`src/rtl/core/ctmpj_pkg.sv`:
```
// shared constants, types and tables for the constant-turn prediction core
package ctmpj_pkg;

  localparam int CORDIC_STEPS_DEF = 16;
  localparam int ANGLE_BITS_DEF   = 16;
  localparam int MAX_STEPS        = 24;

  localparam logic signed [35:0] CORDIC_X0 = 36'sd652032874;

  typedef struct packed {
    logic signed [31:0] pos_x;
    logic signed [31:0] pos_y;
    logic signed [31:0] speed;
    logic        [15:0] heading;
    logic signed [23:0] turn_rate;
    logic        [15:0] time_step;
  } item_t;

  typedef struct packed {
    logic               vld;
    item_t              itm;
    logic               flip;
    logic signed [35:0] x;
    logic signed [35:0] y;
    logic signed [33:0] z;
  } cell_t;

  function automatic logic signed [33:0] atan_val(input int i);
    case (i)
      0:  atan_val = 34'sd536870912;
      1:  atan_val = 34'sd316933406;
      2:  atan_val = 34'sd167458907;
      3:  atan_val = 34'sd85004756;
      4:  atan_val = 34'sd42667331;
      5:  atan_val = 34'sd21354465;
      6:  atan_val = 34'sd10679838;
      7:  atan_val = 34'sd5340245;
      8:  atan_val = 34'sd2670163;
      9:  atan_val = 34'sd1335087;
      10: atan_val = 34'sd667544;
      11: atan_val = 34'sd333772;
      12: atan_val = 34'sd166886;
      13: atan_val = 34'sd83443;
      14: atan_val = 34'sd41722;
      15: atan_val = 34'sd20861;
      16: atan_val = 34'sd10430;
      17: atan_val = 34'sd5215;
      18: atan_val = 34'sd2608;
      19: atan_val = 34'sd1304;
      20: atan_val = 34'sd652;
      21: atan_val = 34'sd326;
      22: atan_val = 34'sd163;
      23: atan_val = 34'sd81;
      default: atan_val = 34'sd0;
    endcase
  endfunction

  function automatic logic signed [31:0] sat32(input logic signed [49:0] v);
    if (v > 50'sh7FFFFFFF) begin
      sat32 = 32'sh7FFFFFFF;
    end else if (v < -50'sh80000000) begin
      sat32 = 32'sh80000000;
    end else begin
      sat32 = v[31:0];
    end
  endfunction

endpackage

```
`src/rtl/core/ctmpj_cell.sv`:
```
// one cordic rotation cell of the chain
module ctmpj_cell #(
  parameter int STAGE = 0
) (
  input  logic             clk,
  input  logic             rst_n,
  input  ctmpj_pkg::cell_t din,
  output ctmpj_pkg::cell_t dout
);

  ctmpj_pkg::cell_t dout_nxt;
  ctmpj_pkg::cell_t dout_r;

  always_comb begin
    dout_nxt = din;
    if (din.z >= 0) begin
      dout_nxt.x = din.x - (din.y >>> STAGE);
      dout_nxt.y = din.y + (din.x >>> STAGE);
      dout_nxt.z = din.z - ctmpj_pkg::atan_val(STAGE);
    end else begin
      dout_nxt.x = din.x + (din.y >>> STAGE);
      dout_nxt.y = din.y - (din.x >>> STAGE);
      dout_nxt.z = din.z + ctmpj_pkg::atan_val(STAGE);
    end
  end

  always_ff @(posedge clk) begin
    if (!rst_n) begin
      dout_r <= '0;
    end else begin
      dout_r <= dout_nxt;
    end
  end

  assign dout = dout_r;

endmodule

```
`config.mk`:
```
export PLATFORM = sky130hd
export DESIGN_NAME = ctmpj_cell
export DESIGN_NICKNAME = d
export VERILOG_FILES = /design/src/rtl/core/ctmpj_pkg.sv /design/src/rtl/core/ctmpj_cell.sv
export SDC_FILE = /design/constraint.sdc
export NUM_CORES = 1
export LEC_CHECK = 0
export BUFFER_PORTS_ARGS = -buffer_cell sky130_fd_sc_hd__clkbuf_2
export CAP_MARGIN = 20
export CORE_MARGIN = 3
export CORE_UTILIZATION = 34
export DETAILED_ROUTE_END_ITERATION = 8
export GPL_TIMING_DRIVEN = 1
export HOLD_SLACK_MARGIN = 0.05
export SYNTH_ARGS = -nofsm -noshare
export SYNTH_HDL_FRONTEND = slang
export SYNTH_SLANG_ARGS = --single-unit
```
`constraint.sdc`:
```
create_clock -name clk -period 3.4 [get_ports clk]
set_clock_uncertainty 0.05 [all_clocks]
set_input_delay 0.34 -clock clk [delete_from_list [all_inputs] [get_ports clk]]
set_output_delay 0.34 -clock clk [all_outputs]
set_load 0.005 [all_outputs]
```
==> results of run 1 <==
[through the flow]
step	area (um^2)	util	power, mW	setup slack (ps)
finish	19800	0.521	8.98	374
floorplan	13300	-	4.52	514
detailed placement	17000	0.446	5.55	88.8
CTS	19800	0.521	9.03	470
global placement	17000	0.446	5.56	61.6
global route	19800	0.521	9.40	179
[worst paths after layout]
| kind | startpoint | to | depth (start not counted) | slack (ps) |
|---|---|---|---|---|
| worst max-delay path | din[33] | dout[84] | 15 | 370 |
| worst min-delay path | din[140] | dout[140] | 2 | 110 |
[final cells by class]
type / count / area (um^2)
repair buffers: 802 / 5200
flip-flops and latches: 259 / 5180
clock inverters: 13 / 140
inverters: 110 / 413
multi-input cells: 1111 / 7400
well taps: 511 / 639
diodes: 3 / 7.51
clock buffers: 43 / 851
fillers: 3543 / 18300
[timing repair]
action | CTS | global route
endpoints found under the hold margin | 178 | 0
gates resized for setup | 0 | 0
hold buffers | 184 | 0
buffers inserted | 0 | 0
[power by group through the flow]
stage | clock (mW) | combinational (mW) | sequential (mW)
after global routing | 3.46 | 2.54 | 3.40
final | 3.26 | 2.34 | 3.38
after floorplan | 0 | 1.08 | 3.44
after CTS | 3.34 | 2.31 | 3.38
after global placement | 0 | 2.12 | 3.45
after detailed placement | 0 | 2.11 | 3.44
[critical path, cell delays in order]
cell	delay, ps
sky130_fd_sc_hd__dlygate4sd3_1	550
sky130_fd_sc_hd__clkbuf_2	130
sky130_fd_sc_hd__inv_1	140
sky130_fd_sc_hd__ha_1	190
sky130_fd_sc_hd__nor4b_1	240
sky130_fd_sc_hd__nand4_1	130
sky130_fd_sc_hd__nor3_1	210
sky130_fd_sc_hd__buf_4	170
sky130_fd_sc_hd__nor2_4	90
sky130_fd_sc_hd__inv_2	140
sky130_fd_sc_hd__buf_12	260
sky130_fd_sc_hd__buf_12	200
sky130_fd_sc_hd__o211ai_1	110
sky130_fd_sc_hd__and3_1	200
sky130_fd_sc_hd__nor3_1	290
[layout by cell type, fill, tap and decap left out, types with 22 or more instances in the layout]
cell,n
sky130_fd_sc_hd__dlygate4sd3_1,184
sky130_fd_sc_hd__o21ai_0,81
sky130_fd_sc_hd__a21oi_1,136
sky130_fd_sc_hd__buf_4,96
sky130_fd_sc_hd__mux2i_1,23
sky130_fd_sc_hd__xnor2_1,48
sky130_fd_sc_hd__nand4_1,22
sky130_fd_sc_hd__clkbuf_16,31
sky130_fd_sc_hd__ha_1,113
sky130_fd_sc_hd__dfxtp_1,259
sky130_fd_sc_hd__inv_1,103
sky130_fd_sc_hd__nor2_1,138
sky130_fd_sc_hd__clkbuf_2,520
sky130_fd_sc_hd__a21o_1,22
sky130_fd_sc_hd__and2_1,188
sky130_fd_sc_hd__nand2_1,72
[cell families after synthesis]
family,count (synthesis),synth area share
and+or+nand+nor,543,0.213
AOI/OAI and AO/OA,375,0.178
DFF,259,0.389
buffers and inverters,190,0.0560
adders and majority gates,117,0.112
xor gates and xnor gates,52,0.0342
muxes,24,0.0181
[metal layers]
| metal | track usage | vias to the layer above |
|---|---|---|
| met3 | 0.0459 | 130 |
| met4 | 0.108 | 4 |
| met5 | 0 | - |
| li1 | - | 6804 |
| met2 | 0.464 | 613 |
| met1 | 0.374 | 6794 |
==> insert_results.sql, run 1 <==
INSERT INTO impl_metrics (metric_group, metric, value, unit) VALUES
('timing', 'setup-tns-final', '0', 'ps'),
('critical_path', 'required_worst_endpoint', '3800', 'ps'),
('timing', 'timing.slew.headroom', '0.389', ''),
('job', 'maximum_capacitance_violations', '0', ''),
('pwr', 'p_clk_frac', '0.363', ''),
('route', 'detail_route.iter0.violations', '1064', ''),
('global_route', 'vias_in_the_first_global_route', '14551', ''),
('route', 'dr_wl_met3', '3940', 'um'),
('logic_synthesis', 'most_instantiated_flip_flop_cell_in_the_synthesis_netlist', 'sky130_fd_sc_hd__dfxtp_1', ''),
('timing', 'max_clock_freq', '330', 'MHz'),
('pwr', 'combPwrFrac', '0.260', ''),
('pwr', 'swShare', '0.307', ''),
('route', 'wire_per_inst', '21.6', 'um'),
('critical_path', 'cp-end-kind', 'flip-flop', ''),
('logic_synthesis', 'synth-edff-count', '0', ''),
('timing', 'rsz0062_at_grt', 'no', ''),
('global_route', 'grt_usage', '0.283', ''),
('logic_synthesis', 'synthTopCellsByArea', 'sky130_fd_sc_hd__dfxtp_1, sky130_fd_sc_hd__ha_1, sky130_fd_sc_hd__and2_1', ''),
('layout', 'drive_gt1_frac', '0.296', ''),
('layout', 'largest_reg_flops', '259', ''),
('pwr', 'seq_power_share', '0.377', ''),
('global_route', 'grt_max_degree', '122', ''),
('clock_network', 'total_clock_buffers_created_by_cts', '31', ''),
('pwr', 'power_density', '452', 'mW/mm^2'),
('route', 'route.detailed.vias_per_inst', '5.03', ''),
('global_route', 'grt_remaining_overflow', '0', ''),
('logic_synthesis', 'synth.cell_area', '0.0133', 'mm^2'),
('global_route', 'grt_first_pass_wirelength', '90900', 'um'),
('pwr', 'p_leak', '9.76', 'nW'),
('logic_synthesis', 'yosys-top-cells-count', 'sky130_fd_sc_hd__dfxtp_1, sky130_fd_sc_hd__and2_1, sky130_fd_sc_hd__nor2_1, sky130_fd_sc_hd__a21oi_1, sky130_fd_sc_hd__ha_1', ''),
('clock_network', 'clock-sinks', '259', ''),
('logic_synthesis', 'syn-num-nets', '1939', ''),
('timing', 'min_period', '3030', 'ps'),
('route', 'drcViolationCount', '0', ''),
('critical_path', 'crit_fanout', '45', ''),
('logic_synthesis', 'ys_ff_latch', '259', ''),
('critical_path', 'cp-start-kind', 'input port', ''),
('logic_synthesis', 'post_synth_num_cell_types', '72', ''),
('place', 'numPlacedInstances', '2609', ''),
('pwr', 'vdd_ir_drop_max', '0.378', 'mV'),
('timing', 'hold_viol_final', '0', ''),
('route', 'route.final.wire_length', '61600', 'um'),
('die', 'initial_utilization', '0.350', ''),
('clock_network', 'cts.htree.levels', '1', ''),
('timing', 'timing.final.crit_share', '0.890', ''),
('place', 'place.detailed.hpwl', '47100', 'um'),
('status', 'run_status', 'finished clean', ''),
('route', 'postRouteAntennaNets', '0', ''),
('logic_synthesis', 'avgSynthCellArea', '8.54', 'um^2'),
('route', 'routedLengthMet1', '27100', 'um'),
('route', 'dr_total_vias', '14345', ''),
('place', 'globalplace.congestion', '0.966', ''),
('timing', 'report.final.setup_viol', '0', ''),
('layout', 'final_net_count', '2694', ''),
('logic_synthesis', 'synth_top_cell_area_share', '0.389', ''),
('logic_synthesis', 'yosys_warnings', '0', ''),
('clock_network', 'clock_pin_slew_on_the_worst_setup_and_hold_paths', '60', 'ps'),
('route', 'dr.pass1.iters', '6', ''),
('die', 'die_y_extent', '204', 'um'),
('clock_network', 'cts_tree', 'built', ''),
('global_route', 'grt_antenna_before_repair', '7', ''),
('logic_synthesis', 'netlist_instances', '1560', ''),
('pwr', 'p_switching', '2.75', 'mW'),
('layout', 'area_growth', '48.9', '%'),
('die', 'floorplan.die.width', '204', 'um'),
('pwr', 'intPower', '6.22', 'mW'),
('route', 'highest-signal-layer', 'met5', ''),
('logic_synthesis', 'synth_seq_area_share', '0.389', ''),
('die', 'fp.dieArea', '0.0416', 'mm^2'),
('critical_path', 'timing.critical_path.arrival', '3420', 'ps'),
('die', 'fp-row-count', '71', '');
Note: power is estimated with default switching activity, not from simulation.
==> run 2: changes to the inputs <==
--- a/config.mk
+++ b/config.mk
@@ -5,6 +5,7 @@
 export SDC_FILE = /design/constraint.sdc
 export NUM_CORES = 1
 export LEC_CHECK = 0
+export ABC_AREA = 1
 export BUFFER_PORTS_ARGS = -buffer_cell sky130_fd_sc_hd__clkbuf_2
 export CAP_MARGIN = 20
 export CORE_MARGIN = 3
==> run 2 against run 1 <==
  * Routed wire length grew 17%
  * Via count grew 22%
  * Utilization shrank 4.0 points
  * Non-clock buffer count shrank 75
  * Sequential power is essentially flat
  * Design area grew 7.7%
  * Clock-buffer cell count shrank 1
  * Global-route usage grew 0.49 points
  * Critical endpoint is now dout[102]
  * Die area grew 15%
  * Worst hold slack gained 3.4 ps
==> insert_results.sql, run 2 <==
INSERT INTO impl_metrics (metric_group, metric, value, unit) VALUES
('global_route', 'grt_remaining_overflow', '0', ''),
('layout', 'regArea', '0.00518', 'mm^2'),
('logic_synthesis', 'synth_seq_area_share', '0.337', ''),
('timing', 'worst_slew_pin_slew', '646', 'ps'),
('critical_path', 'timing.critical_path.cells', 'dlygate4sd3_1 > clkbuf_2 > inv_1 > ha_1 > fa_1 > inv_1 > nand3_1 > nand3_1 > nand2_1 > nand3_1 > nand2_1 > nand2_1 > nand2_1 > nand2_1 > nand2_1 > nand3_1 > nand2_1 > nor2_1', ''),
('status', 'run_status', 'finished clean', ''),
('critical_path', 'worst_path_max_delay_cell', 'sky130_fd_sc_hd__dlygate4sd3_1', ''),
('layout', 'commonest_non_fill_non_tap_cells_in_the_layout', 'sky130_fd_sc_hd__nand2_1, sky130_fd_sc_hd__clkbuf_2, sky130_fd_sc_hd__inv_1, sky130_fd_sc_hd__dfxtp_1, sky130_fd_sc_hd__nor2_1', ''),
('clock_network', 'clock_pin_slew_on_the_worst_setup_and_hold_paths', '60', 'ps'),
('die', 'floorplan.core_area', '0.0444', 'mm^2'),
('global_route', 'grt_usage', '0.287', ''),
('logic_synthesis', 'post_synth_num_cell_types', '49', ''),
('route', 'postRouteAntennaNets', '0', ''),
('layout', 'area_growth', '38.9', '%'),
('place', 'placed_cell_area', '0.0185', 'mm^2'),
('logic_synthesis', 'netlist_instances', '2366', ''),
('logic_synthesis', 'synthMostInstantiatedCell', 'sky130_fd_sc_hd__nand2_1', ''),
('timing', 'finalMaxSlewViolations', '0', ''),
('die', 'die_y_extent', '219', 'um'),
('worst_hold_path', 'hold_path_class', 'in2reg', ''),
('critical_path', 'timing.critical_path.arrival', '3310', 'ps'),
('die', 'initial_utilization', '0.346', ''),
('timing', 'timing.slew.headroom', '0.570', ''),
('logic_synthesis', 'synth.cell_area', '0.0154', 'mm^2'),
('clock_network', 'clock-root-buffer', 'sky130_fd_sc_hd__clkbuf_16', ''),
('place', 'place.detailed.hpwl', '57400', 'um'),
('timing', 'min_period', '2830', 'ps'),
('route', 'dr_total_vias', '17553', ''),
('timing', 'rsz0062_at_grt', 'no', ''),
('timing', 'setup_slack', '570', 'ps'),
('logic_synthesis', 'most_instantiated_flip_flop_cell_in_the_synthesis_netlist', 'sky130_fd_sc_hd__dfxtp_1', ''),
('global_route', 'grt_antenna_before_repair', '10', ''),
('global_route', 'grt_max_degree', '84', ''),
('clock_network', 'cts_tree', 'built', ''),
('critical_path', 'cp-end-kind', 'flip-flop', ''),
('die', 'fp.dieArea', '0.0478', 'mm^2'),
('logic_synthesis', 'cell_type_with_the_largest_total_area_after_synthesis', 'sky130_fd_sc_hd__dfxtp_1', ''),
('job', 'maximum_capacitance_violations', '0', ''),
('layout', 'final.fill_count', '4516', ''),
('clock_network', 'total_clock_buffers_created_by_cts', '31', ''),
('logic_synthesis', 'synth-edff-count', '0', ''),
('logic_synthesis', 'avgSynthCellArea', '6.50', 'um^2'),
('pwr', 'vdd_ir_drop_max', '0.368', 'mV'),
('place', 'port_buffers', '521', ''),
('clock_network', 'cts_setup_buffers', '0', ''),
('place', 'globalplace.congestion', '1.01', ''),
('timing', 'max_clock_freq', '353', 'MHz'),
('route', 'dr.pass1.iters', '8', ''),
('route', 'wire_per_inst', '19.6', 'um'),
('logic_synthesis', 'yosys_warnings', '0', ''),
('place', 'place_ws', '518', 'ps'),
('timing', 'setup-tns-final', '0', 'ps'),
('layout', 'multi_input_area', '0.00798', 'mm^2'),
('global_route', 'vias_in_the_first_global_route', '17375', ''),
('die', 'fp-row-count', '77', ''),
('critical_path', 'crit_fanout', '4', ''),
('logic_synthesis', 'ys_ff_latch', '259', ''),
('worst_hold_path', 'worst_hold_path.num_cells', '3', ''),
('critical_path', 'crit_path_max_incr_delay', '530', 'ps'),
('critical_path', 'cpMostUsedCell', 'sky130_fd_sc_hd__nand2_1', ''),
('pwr', 'p_leak', '12.5', 'nW'),
('clock_network', 'clock-sinks', '259', ''),
('global_route', 'grt_first_pass_wirelength', '105000', 'um'),
('logic_synthesis', 'yosys-top-cells-count', 'sky130_fd_sc_hd__nand2_1, sky130_fd_sc_hd__inv_1, sky130_fd_sc_hd__dfxtp_1, sky130_fd_sc_hd__nor2_1, sky130_fd_sc_hd__a21oi_1', ''),
('timing', 'timing.final.crit_share', '0.832', ''),
('pwr', 'power_density', '428', 'mW/mm^2'),
('logic_synthesis', 'async_flop_share', '0', ''),
('critical_path', 'cp-start-kind', 'input port', ''),
('logic_synthesis', 'synth_top_cell_area_share', '0.337', ''),
('layout', 'final_net_count', '3428', ''),
('timing', 'report.final.setup_viol', '0', ''),
('logic_synthesis', 'syn-num-nets', '2745', ''),
('critical_path', 'crit_type', 'in2reg', ''),
('route', 'route.final.wire_length', '71900', 'um'),
('layout', 'drive_gt1_frac', '0.212', ''),
('die', 'pin_count', '522', ''),
('layout', 'finalInstanceArea', '0.0214', 'mm^2'),
('route', 'drcViolationCount', '0', ''),
('clock_network', 'clock_path_buffers', '3', ''),
('clock_network', 'cts.htree.levels', '1', ''),
('critical_path', 'required_worst_endpoint', '3880', 'ps'),
('layout', 'largest_reg_flops', '259', ''),
('layout', 'layout.cells.most_common', 'sky130_fd_sc_hd__nand2_1', ''),
('timing', 'hold_viol_final', '0', ''),
('logic_synthesis', 'synthTopCellsByArea', 'sky130_fd_sc_hd__dfxtp_1, sky130_fd_sc_hd__nand2_1, sky130_fd_sc_hd__inv_1', ''),
('die', 'floorplan.die.width', '219', 'um'),
('route', 'detail_route.iter0.violations', '1422', ''),
('route', 'route.detailed.vias_per_inst', '4.78', '');
run 2: cell count changes after synthesis, moves of 23 or more:
cell / delta
sky130_fd_sc_hd__mux2i_1: -23
sky130_fd_sc_hd__nor2_1: +84
sky130_fd_sc_hd__xor2_1: +37
sky130_fd_sc_hd__nand3_1: +105
sky130_fd_sc_hd__nand2_1: +626
sky130_fd_sc_hd__xnor2_1: -47
sky130_fd_sc_hd__and2_1: -184
sky130_fd_sc_hd__inv_1: +359
sky130_fd_sc_hd__clkbuf_1: -38
sky130_fd_sc_hd__buf_4: +25
run 2: final cells by class:
| cell class | instances | share of cell area |
|---|---|---|
| diodes | 4 | 0.000468 |
| clock inverters | 15 | 0.00662 |
| inverters | 470 | 0.0826 |
| repair buffers | 727 | 0.218 |
| multi-input cells | 1560 | 0.374 |
| flip-flops and latches | 259 | 0.243 |
| well taps | 592 | 0.0347 |
| clock buffers | 42 | 0.0411 |
run 2: kinds of logic after synthesis:
group | count (synthesis) | synth area share
compound gates | 269 | 0.0936
xor+xnor | 42 | 0.0239
fa+ha+maj | 117 | 0.0971
buf+inv | 547 | 0.144
flops | 259 | 0.337
simple gates | 1132 | 0.304
run 2: path summary, 6_finish.rpt:
path,start,endpoint,slack [ps]
max,din[70],dout[102],570
min,rst_n,dout[103],110
run 2: metal layers:
metal	wire length (um)	share of wire	up-vias	global-route usage
li1	-	-	8477	-
met1	29300	0.41	8095	0.353
met2	32900	0.46	786	0.478
met3	5470	0.076	187	0.0574
met4	4220	0.059	8	0.144
met5	53	0.00074	-	0
run 2: report_power, final:
| group | switching (mW) | internal [mW] | total [mW] |
|---|---|---|---|
| clock network | 1.41 | 1.89 | 3.31 |
| registers | 0.0968 | 3.26 | 3.36 |
| logic | 1.55 | 0.917 | 2.47 |
run 2: critical path, delay by kind of cell:
kind	cells	cell delay [ps]
simple gates	12	1280
fa+ha+maj	2	770
buf+inv	4	910
run 2: through the flow:
| step | hold WS (ps) | power, mW | std cells | util |
|---|---|---|---|---|
| floorplan | 362 | 4.67 | 2366 | - |
| global placement | 472 | 5.64 | 3422 | 0.416 |
| detailed placement | 475 | 5.65 | 3422 | 0.416 |
| CTS | 97.4 | 9.17 | 3665 | 0.481 |
| global route | 141 | 9.58 | 3669 | 0.481 |
| finish | 113 | 9.13 | 3669 | 0.481 |
run 2: timing repair:
item	in CTS	in global routing
endpoints found under the hold margin	185	0
resized for setup	0	0
hold buffers	186	0
endpoints found under the setup margin	0	0
==> run 3: changes to the inputs <==
==> constraint.sdc (replaced) <==
create_clock -name clk -period 2.35 [get_ports clk]
set_clock_uncertainty 0.05 [all_clocks]
set_input_delay 0.235 -clock clk [delete_from_list [all_inputs] [get_ports clk]]
set_output_delay 0.235 -clock clk [all_outputs]
set_load 0.005 [all_outputs]
==> run 3 against run 2 <==
  * Clock-buffer cell count is 7 lower
  * Setup slack worse by 520 ps
  * Clock power increased by 55%
  * Sequential share of layout area is 2.6 points lower
  * Routed wire length up 5.2%
  * Combinational power up 72%
  * Critical path depth shrank 8
  * Worst hold slack lost 28 ps
  * Final cell count grew 8.6%
  * Power increased by 56%
==> insert_results.sql, run 3 (synthesis gave the netlist of run 2 again) <==
INSERT INTO impl_metrics (metric_group, metric, value, unit) VALUES
('status', 'run_status', 'finished clean', ''),
('global_route', 'vias_in_the_first_global_route', '18610', ''),
('route', 'routedLengthMet1', '30700', 'um'),
('timing', 'fin_hold_ws', '84.8', 'ps'),
('route', 'wire_per_inst', '19.0', 'um'),
('critical_path', 'crit_path_max_incr_delay', '570', 'ps'),
('pwr', 'power_density', '597', 'mW/mm^2'),
('timing', 'timing.slew.headroom', '0.635', ''),
('critical_path', 'timing.critical_path.arrival', '2740', 'ps'),
('pwr', 'combPwrFrac', '0.298', ''),
('route', 'drcViolationCount', '0', ''),
('layout', 'layout.cells.most_common', 'sky130_fd_sc_hd__nand2_1', ''),
('timing', 'rsz0062_at_grt', 'no', ''),
('route', 'dr.pass1.iters', '6', ''),
('pwr', 'p_clk_frac', '0.360', ''),
('place', 'port_buffers', '521', ''),
('pwr', 'fin_total_pwr', '14.3', 'mW'),
('layout', 'commonest_non_fill_non_tap_cells_in_the_layout', 'sky130_fd_sc_hd__nand2_1, sky130_fd_sc_hd__clkbuf_2, sky130_fd_sc_hd__inv_1, sky130_fd_sc_hd__buf_4, sky130_fd_sc_hd__dfxtp_1', ''),
('timing', 'finalMaxSlewViolations', '0', ''),
('route', 'route.final.wire_length', '75600', 'um'),
('pwr', 'p_switching', '4.69', 'mW'),
('layout', 'final.fill_count', '4246', ''),
('die', 'fp-row-count', '77', ''),
('global_route', 'grt_usage', '0.300', ''),
('clock_network', 'cts_tree', 'built', ''),
('critical_path', 'cp-start-kind', 'input port', ''),
('layout', 'final_net_count', '3738', ''),
('global_route', 'grt_antenna_before_repair', '9', ''),
('route', 'dr_total_vias', '18695', ''),
('clock_network', 'clock_path_buffers', '3', ''),
('pwr', 'swShare', '0.329', ''),
('timing', 'min_period', '2300', 'ps'),
('die', 'floorplan.die.width', '219', 'um'),
('die', 'initial_utilization', '0.346', ''),
('timing', 'hold_viol_final', '0', ''),
('route', 'route.detailed.vias_per_inst', '4.69', ''),
('route', 'detail_route.iter0.violations', '1401', ''),
('layout', 'post_layout_cell_count', '3983', ''),
('pwr', 'intPower', '9.57', 'mW'),
('timing', 'timing.final.crit_share', '0.978', ''),
('place', 'globalplace.congestion', '0.938', ''),
('layout', 'largest_reg_flops', '259', ''),
('worst_hold_path', 'min-delay-start', 'din[33]', ''),
('worst_hold_path', 'hold_path_class', 'in2reg', ''),
('die', 'fp.dieArea', '0.0478', 'mm^2'),
('critical_path', 'crit_type', 'in2reg', ''),
('critical_path', 'critPathBufInv', '3', ''),
('global_route', 'grt_max_degree', '104', ''),
('clock_network', 'clock-sinks', '259', ''),
('place', 'place_ws', '-200', 'ps'),
('global_route', 'grt_first_pass_wirelength', '110000', 'um'),
('die', 'floorplan.core_area', '0.0444', 'mm^2'),
('timing', 'setup_slack', '52.0', 'ps'),
('critical_path', 'cp-end-kind', 'flip-flop', ''),
('route', 'dr_wl_met3', '5520', 'um'),
('pwr', 'p_leak', '14.0', 'nW'),
('critical_path', 'required_worst_endpoint', '2790', 'ps'),
('timing', 'setup-tns-final', '0', 'ps'),
('job', 'maximum_capacitance_violations', '0', ''),
('die', 'pin_count', '522', ''),
('place', 'place.detailed.hpwl', '60000', 'um'),
('layout', 'drive_gt1_frac', '0.278', ''),
('clock_network', 'clock-root-buffer', 'sky130_fd_sc_hd__clkbuf_16', ''),
('route', 'met2WireLength', '35500', 'um'),
('critical_path', 'worst_path_max_delay_cell', 'sky130_fd_sc_hd__dlygate4sd3_1', ''),
('timing', 'worst_slew_pin_slew', '541', 'ps'),
('pwr', 'seq_power_share', '0.341', ''),
('die', 'die_y_extent', '219', 'um'),
('critical_path', 'crit_fanout', '4', ''),
('layout', 'area_growth', '55.4', '%'),
('global_route', 'grt_remaining_overflow', '0', ''),
('worst_hold_path', 'hold_path_end', 'dout[33]', ''),
('timing', 'max_clock_freq', '435', 'MHz'),
('critical_path', 'worst_path_dominant_cell_family', 'buffers and inverters', ''),
('route', 'postRouteAntennaNets', '0', ''),
('place', 'numPlacedInstances', '3704', ''),
('critical_path', 'timing.critical_path.cells', 'clkbuf_2 > dlygate4sd3_1 > ha_1 > fa_1 > buf_4 > o211ai_1 > nand2_1 > a21oi_1 > o21ai_0 > nor2_1', ''),
('pwr', 'vdd_ir_drop_max', '0.535', 'mV'),
('route', 'highest-signal-layer', 'met5', ''),
('clock_network', 'clock_pin_slew_on_the_worst_setup_and_hold_paths', '60', 'ps'),
('clock_network', 'cts.htree.levels', '1', ''),
('clock_network', 'total_clock_buffers_created_by_cts', '31', ''),
('worst_hold_path', 'worst_hold_path.num_cells', '4', ''),
('timing', 'report.final.setup_viol', '0', '');
## run 3: repair_timing
item | CTS | global route
hold buffers | 213 | 0
resized for setup | 0 | 3
buffers inserted | 0 | 1
setup endpoints to repair | 0 | 4
hold endpoints to repair | 188 | 0
## run 3: worst max path at each step
stage / from / end / slack, ps / depth (start not counted)
2_1_floorplan: din[33] / dout[33] / 290 / 13
3_3_place_gp: din[70] / dout[102] / -180 / 17
3_5_place_dp: din[70] / dout[102] / -200 / 17
4_1_cts: din[70] / dout[66] / 30 / 17
5_1_grt: din[70] / dout[52] / 6 / 11
6_report: din[70] / dout[52] / 50 / 10
## run 3: power groups by stage
stage / combinational [mW] / sequential [mW] / clock (mW)
6_report: 4.26 / 4.87 / 5.13
5_1_grt: 4.63 / 4.89 / 5.41
4_1_cts: 4.19 / 4.87 / 5.23
3_5_place_dp: 3.87 / 4.96 / 0
3_3_place_gp: 3.84 / 4.96 / 0
2_1_floorplan: 1.81 / 4.94 / 0
## run 3: layout make-up
cell class	instances	area, um^2	share of cell area
Tap cell	592	741	0.0310
Inverter	470	1760	0.0738
Clock inverter	23	264	0.0110
Antenna cell	7	17.5	0.000733
Multi-Input combinational cell	1560	8000	0.335
Timing Repair Buffer	1037	7110	0.297
Sequential cell	259	5180	0.217
Clock buffer	35	821	0.0343
## run 3: tightest hold or removal path: cells and delay by family
family,cells,cell delay [ps]
buf+inv,2,210
simple gates,1,140
compound gates,1,80
## run 3: layer usage
layer,up-vias,GRT usage
met3,170,0.0495
li1,9122,-
met5,-,0
met4,4,0.139
met2,820,0.516
met1,8579,0.366
## run 3: metrics by stage
stage / util / area (um^2)
CTS: 0.537 / 23900
detailed placement: 0.465 / 20600
floorplan: - / 15400
global route: 0.538 / 23900
global placement: 0.465 / 20600
finish: 0.538 / 23900
